--- src/sv/gdo_pkg.sv ---
package gdo_pkg;

    localparam int OFFSET_BITS = 17;
    localparam int IDX_W       = OFFSET_BITS + 1;
    localparam int S_FIELDS_W  = 5 + 4 + 14 + OFFSET_BITS;
    localparam int S_DATA_W    = ((S_FIELDS_W + 7) / 8) * 8;
    localparam int M_DATA_W    = 24;

    localparam logic [13:0] YEAR_MAX    = 14'd9999;
    localparam logic [12:0] RECIP_100   = 13'd5243;
    localparam int          RECIP_SHIFT = 19;

    localparam logic [3:0] MONTH_JAN = 4'd1;
    localparam logic [3:0] MONTH_DEC = 4'd12;

    localparam logic [4:0] MONTH_LEN [12] = '{
        5'd31, 5'd28, 5'd31, 5'd30, 5'd31, 5'd30,
        5'd31, 5'd31, 5'd30, 5'd31, 5'd30, 5'd31
    };

    typedef enum logic [2:0] {
        ST_IDLE,
        ST_PREP,
        ST_SPLIT,
        ST_CHECK,
        ST_STEP,
        ST_DONE
    } state_t;

    typedef struct packed {
        logic load;
        logic prep;
        logic split;
        logic check;
        logic step;
    } ctrl_t;

    typedef struct packed {
        logic bad;
        logic finish;
    } stat_t;

    function automatic logic [4:0] days_in(input logic [3:0] month, input logic leap);
        logic [4:0] len;
        len = 5'd0;
        if (month >= MONTH_JAN && month <= MONTH_DEC) begin
            len = MONTH_LEN[month - MONTH_JAN];
            if (month == 4'd2 && leap) begin
                len = 5'd29;
            end
        end
        return len;
    endfunction

endpackage

--- src/sv/gdo_ctrl.sv ---
module gdo_ctrl (
    input  logic           aclk,
    input  logic           aresetn,
    input  logic           in_valid,
    input  logic           out_free,
    input  gdo_pkg::stat_t stat,
    output gdo_pkg::ctrl_t ctrl,
    output logic           in_ready,
    output logic           out_load
);
    import gdo_pkg::*;

    state_t state_reg;
    state_t state_next;

    always_ff @(posedge aclk) begin
        if (!aresetn) begin
            state_reg <= ST_IDLE;
        end else begin
            state_reg <= state_next;
        end
    end

    always_comb begin
        state_next = state_reg;
        case (state_reg)
            ST_IDLE: begin
                if (in_valid) begin
                    state_next = ST_PREP;
                end
            end
            ST_PREP:  state_next = ST_SPLIT;
            ST_SPLIT: state_next = ST_CHECK;
            ST_CHECK: begin
                state_next = stat.bad ? ST_DONE : ST_STEP;
            end
            ST_STEP: begin
                if (stat.finish) begin
                    state_next = ST_DONE;
                end
            end
            ST_DONE: begin
                if (out_free) begin
                    state_next = ST_IDLE;
                end
            end
            default: state_next = ST_IDLE;
        endcase
    end

    always_comb begin
        ctrl     = '0;
        in_ready = 1'b0;
        out_load = 1'b0;
        case (state_reg)
            ST_IDLE: begin
                in_ready  = 1'b1;
                ctrl.load = in_valid;
            end
            ST_PREP:  ctrl.prep  = 1'b1;
            ST_SPLIT: ctrl.split = 1'b1;
            ST_CHECK: ctrl.check = 1'b1;
            ST_STEP:  ctrl.step  = 1'b1;
            ST_DONE:  out_load   = out_free;
            default: begin
                ctrl = '0;
            end
        endcase
    end

endmodule

--- src/sv/gdo_step.sv ---
module gdo_step (
    input  logic                           aclk,
    input  gdo_pkg::ctrl_t                 ctrl,
    input  logic [4:0]                     start_day,
    input  logic [3:0]                     start_month,
    input  logic [13:0]                    start_year,
    input  logic [gdo_pkg::OFFSET_BITS-1:0] day_offset,
    output gdo_pkg::stat_t                 stat,
    output logic [4:0]                     result_day,
    output logic [3:0]                     result_month,
    output logic [13:0]                    result_year,
    output logic                           bad_input,
    output logic                           range_error
);
    import gdo_pkg::*;

    logic [4:0]             sd_reg;
    logic [3:0]             sm_reg;
    logic [13:0]            sy_reg;
    logic [OFFSET_BITS-1:0] off_reg;
    logic [3:0]             m_reg;
    logic [13:0]            y_reg;
    logic signed [IDX_W-1:0] idx_reg;
    logic [7:0]             q_reg;
    logic [6:0]             ymod_reg;
    logic [1:0]             cent_reg;
    logic                   bad_reg;
    logic                   rng_reg;

    logic [26:0]            q_prod;
    logic [13:0]            ymod_full;
    logic                   leap;
    logic [4:0]             dim;
    logic [4:0]             dim_prev;
    logic [3:0]             m_prev;
    logic                   fwd;
    logic                   in_month;
    logic                   at_edge;
    logic signed [IDX_W-1:0] step_term;
    logic signed [IDX_W-1:0] idx_init;

    assign q_prod    = 27'(sy_reg) * 27'(RECIP_100);
    assign ymod_full = sy_reg - 14'(q_reg) * 14'd100;

    // century years are leap only when the century count is a multiple of four
    assign leap = (ymod_reg == 7'd0) ? (cent_reg == 2'd0) : (y_reg[1:0] == 2'd0);

    assign m_prev   = (m_reg == MONTH_JAN) ? MONTH_DEC : m_reg - 4'd1;
    assign dim      = days_in(m_reg, leap);
    assign dim_prev = days_in(m_prev, leap);

    assign fwd      = !idx_reg[IDX_W-1];
    assign in_month = fwd && (idx_reg < $signed({{(IDX_W-5){1'b0}}, dim}));
    assign at_edge  = fwd ? (y_reg == YEAR_MAX && m_reg == MONTH_DEC)
                          : (y_reg == 14'd0 && m_reg == MONTH_JAN);

    assign step_term = fwd ? -$signed({{(IDX_W-5){1'b0}}, dim})
                           :  $signed({{(IDX_W-5){1'b0}}, dim_prev});

    assign idx_init = $signed({off_reg[OFFSET_BITS-1], off_reg})
                    + $signed({{(IDX_W-5){1'b0}}, sd_reg}) - $signed(IDX_W'(1));

    assign stat.bad = (sm_reg < MONTH_JAN) || (sm_reg > MONTH_DEC) || (sy_reg > YEAR_MAX)
                   || (sd_reg == 5'd0) || (sd_reg > days_in(sm_reg, leap));
    assign stat.finish = in_month || at_edge;

    always_ff @(posedge aclk) begin
        if (ctrl.load) begin
            sd_reg  <= start_day;
            sm_reg  <= start_month;
            sy_reg  <= start_year;
            off_reg <= day_offset;
            m_reg   <= start_month;
            y_reg   <= start_year;
        end
        if (ctrl.prep) begin
            q_reg   <= q_prod[26:RECIP_SHIFT];
            idx_reg <= idx_init;
        end
        if (ctrl.split) begin
            ymod_reg <= ymod_full[6:0];
            cent_reg <= q_reg[1:0];
        end
        if (ctrl.check) begin
            bad_reg <= stat.bad;
            rng_reg <= 1'b0;
        end
        if (ctrl.step) begin
            if (!in_month && at_edge) begin
                rng_reg <= 1'b1;
            end else if (!in_month) begin
                // move one whole month and carry the day index across
                idx_reg <= idx_reg + step_term;
                if (fwd) begin
                    if (m_reg == MONTH_DEC) begin
                        m_reg    <= MONTH_JAN;
                        y_reg    <= y_reg + 14'd1;
                        ymod_reg <= (ymod_reg == 7'd99) ? 7'd0 : ymod_reg + 7'd1;
                        if (ymod_reg == 7'd99) begin
                            cent_reg <= cent_reg + 2'd1;
                        end
                    end else begin
                        m_reg <= m_reg + 4'd1;
                    end
                end else begin
                    m_reg <= m_prev;
                    if (m_reg == MONTH_JAN) begin
                        y_reg    <= y_reg - 14'd1;
                        ymod_reg <= (ymod_reg == 7'd0) ? 7'd99 : ymod_reg - 7'd1;
                        if (ymod_reg == 7'd0) begin
                            cent_reg <= cent_reg - 2'd1;
                        end
                    end
                end
            end
        end
    end

    always_comb begin
        if (bad_reg || rng_reg) begin
            result_day   = sd_reg;
            result_month = sm_reg;
            result_year  = sy_reg;
        end else begin
            result_day   = idx_reg[4:0] + 5'd1;
            result_month = m_reg;
            result_year  = y_reg;
        end
    end

    assign bad_input   = bad_reg;
    assign range_error = rng_reg;

endmodule

--- src/sv/gregorian_date_offset_unit.sv ---
// Moves a Gregorian date (years 0 to 9999) by a signed day offset and returns the
// new date with two flags: bad_input when the start date is not a real calendar
// date, range_error when the result would leave years 0 to 9999; in both cases the
// start date is returned unchanged. One transaction is worked on at a time: from
// the accepting edge it runs the prep, split and check states, then the month step
// state, which crosses one month boundary per cycle, then the done state, which
// loads the result into the output register; an invalid date skips the month step.
// The largest offset is 65535 days. A held result keeps the unit in the done state.
// The input is accepted again as soon as the result sits in the output register.
module gregorian_date_offset_unit (
    input  logic                         aclk,
    input  logic                         aresetn,
    input  logic                         s_tvalid,
    output logic                         s_tready,
    // day[4:0], month[8:5], year[22:9], day_offset[OFFSET_BITS+22:23]
    input  logic [gdo_pkg::S_DATA_W-1:0] s_tdata,
    output logic                         m_tvalid,
    input  logic                         m_tready,
    // day[4:0], month[8:5], year[22:9], zero pad[23]
    output logic [gdo_pkg::M_DATA_W-1:0] m_tdata,
    // bad_input[0], range_error[1]
    output logic [1:0]                   m_tuser
);
    import gdo_pkg::*;

    ctrl_t       ctrl;
    stat_t       stat;
    logic        out_load;
    logic        out_free;
    logic [4:0]  res_day;
    logic [3:0]  res_month;
    logic [13:0] res_year;
    logic        res_bad;
    logic        res_rng;

    logic                m_valid_reg;
    logic [M_DATA_W-1:0] m_data_reg;
    logic [1:0]          m_user_reg;

    assign out_free = !m_valid_reg || m_tready;

    gdo_ctrl u_ctrl (
        .aclk     (aclk),
        .aresetn  (aresetn),
        .in_valid (s_tvalid),
        .out_free (out_free),
        .stat     (stat),
        .ctrl     (ctrl),
        .in_ready (s_tready),
        .out_load (out_load)
    );

    gdo_step u_step (
        .aclk         (aclk),
        .ctrl         (ctrl),
        .start_day    (s_tdata[4:0]),
        .start_month  (s_tdata[8:5]),
        .start_year   (s_tdata[22:9]),
        .day_offset   (s_tdata[OFFSET_BITS+22:23]),
        .stat         (stat),
        .result_day   (res_day),
        .result_month (res_month),
        .result_year  (res_year),
        .bad_input    (res_bad),
        .range_error  (res_rng)
    );

    always_ff @(posedge aclk) begin
        if (!aresetn) begin
            m_valid_reg <= 1'b0;
        end else if (out_load) begin
            m_valid_reg <= 1'b1;
        end else if (m_tready) begin
            m_valid_reg <= 1'b0;
        end
    end

    always_ff @(posedge aclk) begin
        if (out_load) begin
            m_data_reg <= {1'b0, res_year, res_month, res_day};
            m_user_reg <= {res_rng, res_bad};
        end
    end

    assign m_tvalid = m_valid_reg;
    assign m_tdata  = m_data_reg;
    assign m_tuser  = m_user_reg;

endmodule

--- config.mk ---
export PLATFORM = sky130hd
export DESIGN_NAME = gregorian_date_offset_unit
export DESIGN_NICKNAME = d
export VERILOG_FILES = /design/src/sv/gdo_pkg.sv /design/src/sv/gdo_ctrl.sv /design/src/sv/gdo_step.sv /design/src/sv/gregorian_date_offset_unit.sv
export SDC_FILE = /design/constraint.sdc
export NUM_CORES = 1
export LEC_CHECK = 0
export BUFFER_PORTS_ARGS = -buffer_cell sky130_fd_sc_hd__clkbuf_2
export CAP_MARGIN = 10
export CORE_MARGIN = 2
export CORE_UTILIZATION = 55
export DETAILED_ROUTE_END_ITERATION = 10
export GPL_ROUTABILITY_DRIVEN = 0
export HOLD_SLACK_MARGIN = 0.15
export MAX_ROUTING_LAYER = met4
export PLACE_DENSITY_LB_ADDON = 0.12
export SYNTH_ARGS = -nofsm -noshare
export SYNTH_HDL_FRONTEND = slang
export SYNTH_SLANG_ARGS = --single-unit
--- constraint.sdc ---
create_clock -name aclk -period 5 [get_ports aclk]
set_clock_uncertainty 0.2 [all_clocks]
set_input_delay 0.5 -clock aclk [delete_from_list [all_inputs] [get_ports aclk]]
set_output_delay 0.5 -clock aclk [all_outputs]
set_load 0.01 [all_outputs]
==> reports/metrics.yaml <==
global_route:
  first_global_vias: 9139
  antenna_found_initial: 0
  grt_pass1_wl_mm: 47.0
  grt-ovfl-total: 0
  grt_max_degree: 64
  grt_usage: 0.282
logic_synthesis:
  synthFlopType: "edfxtp_1"
  yosysSeqAreaShare: 0.276
  synthTopCellsByCount: "174 x inv_1, 160 x ha_1, 79 x nand2_1, 72 x o21ai_0, 71 x edfxtp_1"
  avgSynthCellArea_um2: 9.35
  synth_edf_count: 71
  synth_warnings: 0
  synth_most_common_cell: "inv_1"
  ys_types: 80
  synth_top_cell_by_area: "edfxtp_1"
  postSynth.asyncResetShare: 0
  yosysTopAreaCellShare: 0.188
  synth_area_um2: 11400
  synthTopCellsByArea: "edfxtp_1 19%, ha_1 18%, fa_1 11%, dfxtp_1 8.8%, inv_1 5.8%"
  synthCells: 1215
  synth-seq-cells: 121
  synthesis.nets: 1484
critical_path:
  slowest_delay_ns: 0.59
  crit_path_end_kind: "flip-flop"
  critPathBufInv: 1
  path_class: "reg2reg"
  worst_path_most_repeated_cell: "fa_1"
  r2r-end: "u_step.q_reg[4]"
  crit_chain: "buf_6 > fa_1 > ha_1 > fa_1 > fa_1 > fa_1 > ha_4 > a21o_1 > a2111oi_2 > a21oi_1 > a22o_1 > or3_4 > o31a_1 > a21oi_2 > xnor2_1"
  cp-start-kind: "flip-flop"
  reg2reg_slack_ns: -0.21
  timing.rr.start: "u_step.sy_reg[9]"
  r2r_cells: 15
  cp_slowest_cell: "fa_1"
  critPathTopFamily: "adder cells"
  worst_ep_arrival_time_ns: 5.17
  required_ns: 4.96
  worstPathMaxFanout: 6
sta:
  rsz0062_at_grt: "true"
  fin_crit_sh: 1.04
  drv_slew: 0
  worstMarginPinSlew_ns: 0.941
  setup_viol: 4
  finalHoldViolCount: 0
  fin_crit_ns: 5.21
  fin_ws_ns: -0.211
  slew_headroom: 0.373
  max_freq_mhz: 192
route:
  routedWlPerCell_um: 17.5
  drt-total-wl_mm: 29.1
  drtAntennaViolNets: 0
  drtIter0Drc: 511
  via_per_inst: 5.66
  num_vias: 9401
  drc: 0
  drtPass1Iterations: 5
run:
  maxCapViolCount: 0
placement:
  io_buffers: 70
  post-place-ws_ns: -0.310
  dp_hpwl_mm: 21.8
floorplan:
  die_w_um: 148
  coreArea_um2: 20200
  die_area_um2: 21800
  start_util: 0.561
  die_h_um: 148
  io_pins: 72
  rows: 52
pwr:
  finalPower_mw: 10.1
  power.switching_mw: 4.64
  power_leakage_nw: 6.12
  p_seq_frac: 0.179
  p_sw_frac: 0.459
  power_density_nw_per_um2: 743
  max-vdd-ir-drop_mv: 0.531
  pwr-share-comb: 0.699
  clkPwrFrac: 0.122
  cell_internal_pwr_mw: 5.46
finish:
  largest_reg_flops: 23
  num-nets-final: 1646
  drive_gt1_frac: 0.166
  n_fill_cell: 1649
  syn2layout_area_growth_pct: 19.7
  diodes: 0
outcome:
  status: "finished, violations left"
  violations: "negative setup slack"
clock_tree:
  clk_latency_ns: 0.42
  htreeDepth: 4
  cts_buffer_depth: 2
  cts_root_buf: "clkbuf_16"
  clock_sinks: 121
  tritoncts.num_buffers: 17
  cts_tree: "done"
  path_clk_slew_ns: 0.05
hold_path:
  hp-class: "in2reg"
  min_from: "s_tdata[20]"
  holdPathEnd: "u_step.sy_reg[11]"
  min_path_cells: 1
worst max path at each step:
stage / start / to / slack [ns] / cells past startpoint
finish: u_step.sy_reg[9] / u_step.q_reg[4] / -0.21 / 15
floorplan: u_step.sy_reg[10] / u_step.q_reg[4] / -0.06 / 14
global route: u_step.sy_reg[9] / u_step.q_reg[4] / -0.36 / 17
detailed placement: u_step.sy_reg[7] / u_step.q_reg[4] / -0.31 / 18
CTS: u_step.sy_reg[9] / u_step.q_reg[4] / -0.16 / 17
global placement: u_step.sy_reg[7] / u_step.q_reg[4] / -0.25 / 18
cells by family after synthesis:
kind of cell | after synthesis | synth area share
multiplexers | 26 | 0.0238
buffers and inverters | 224 | 0.0785
flip-flops | 121 | 0.276
AND/OR/NAND/NOR | 277 | 0.118
AO/OA/AOI/OAI | 279 | 0.165
other | 1 | 0.000330
adder cells (fa/ha/maj) | 225 | 0.291
XOR/XNOR | 62 | 0.0478
power groups by stage:
stage	logic, mW	clock network [mW]	registers, mW
after global routing	8.00	1.27	1.85
after floorplan	4.86	0	1.62
after global placement	6.21	0	1.81
after CTS	6.84	1.24	1.80
after detailed placement	6.33	0	1.82
final	7.06	1.23	1.81
placed cells by master, fill, tap and decap left out, types with 5 or more instances in the layout:
cell type      netlist  final
fa_1                65     61
o31ai_1              9      9
nand2_1             79     79
nand4_1              6      6
o211ai_1            10     10
dlygate4sd3_1        0     39
and3_1               8      8
xor2_1              21     21
dfxtp_1             50     50
clkbuf_16            0     17
edfxtp_1            71     71
o21ai_0             72     71
o21a_1               6      6
a31oi_1              6      6
nand3_1             38     37
nor2b_1             10     10
xnor2_1             41     40
a21o_1              11     11
a21oi_1             62     59
mux2i_1             21     21
nand2b_1            13     13
o221ai_1             8      8
a211oi_1            16     16
buf_4                3     79
nor2_1              62     60
inv_1              174    172
clkbuf_2             0     70
a22oi_1             12     12
clkbuf_1            31      5
and2_1               7      6
ha_4                 0      6
nor3_1              22     20
ha_1               160    152
o22ai_1             17     17
a221o_1              5      5
nor4_1               6      6
or3_1               10      8
per-layer routing:
metal	vias to the layer above	wire length (um)	global-route usage
li1	4597	-	-
met5	-	0	-
met4	0	480	0.0683
met3	39	1440	0.0361
met2	283	14200	0.466
met1	4482	13000	0.373
worst reg2reg max path, cell delays in order, from the launching register on:
cell and delay [ns]:
edfxtp_1 0.43, buf_6 0.17, fa_1 0.50, ha_1 0.26, fa_1 0.59, fa_1 0.44
fa_1 0.54, ha_4 0.21, a21o_1 0.16, a2111oi_2 0.29, a21oi_1 0.10, a22o_1 0.23
or3_4 0.35, o31a_1 0.29, a21oi_2 0.14, xnor2_1 0.07
per-stage QoR:
| stage | util | hold WS, ns | instance area [um^2] | instances | TNS, ns |
|---|---|---|---|---|---|
| 6_report | 0.672 | 0.167 | 13600 | 1660 | -0.632 |
| 5_1_grt | 0.672 | 0.155 | 13600 | 1660 | -1.13 |
| 4_1_cts | 0.666 | 0.156 | 13500 | 1655 | -0.452 |
| 3_5_place_dp | 0.611 | 0.275 | 12400 | 1575 | -0.757 |
| 3_3_place_gp | 0.611 | 0.274 | 12400 | 1575 | -0.526 |
| 2_1_floorplan | - | 0.224 | 11400 | 1215 | -0.0751 |
final cells by class:
class / count / area, um^2 / area share
Multi-Input combinational cell: 870 / 7510 / 0.553
Sequential cell: 121 / 3130 / 0.230
Timing Repair Buffer: 192 / 1380 / 0.101
Inverter: 175 / 657 / 0.0483
Clock buffer: 25 / 485 / 0.0357
Tap cell: 270 / 338 / 0.0249
Clock inverter: 7 / 90.1 / 0.00663
repair_timing:
action                     4_1_cts  5_1_grt
buffers inserted                 9        5
hold endpoints to repair        40        0
setup endpoints to repair        4        9
gates resized for setup         20       11
hold buffers                    39        0
pin swaps                       12        1
No activity file was read; power rests on OpenSTA's default activity.
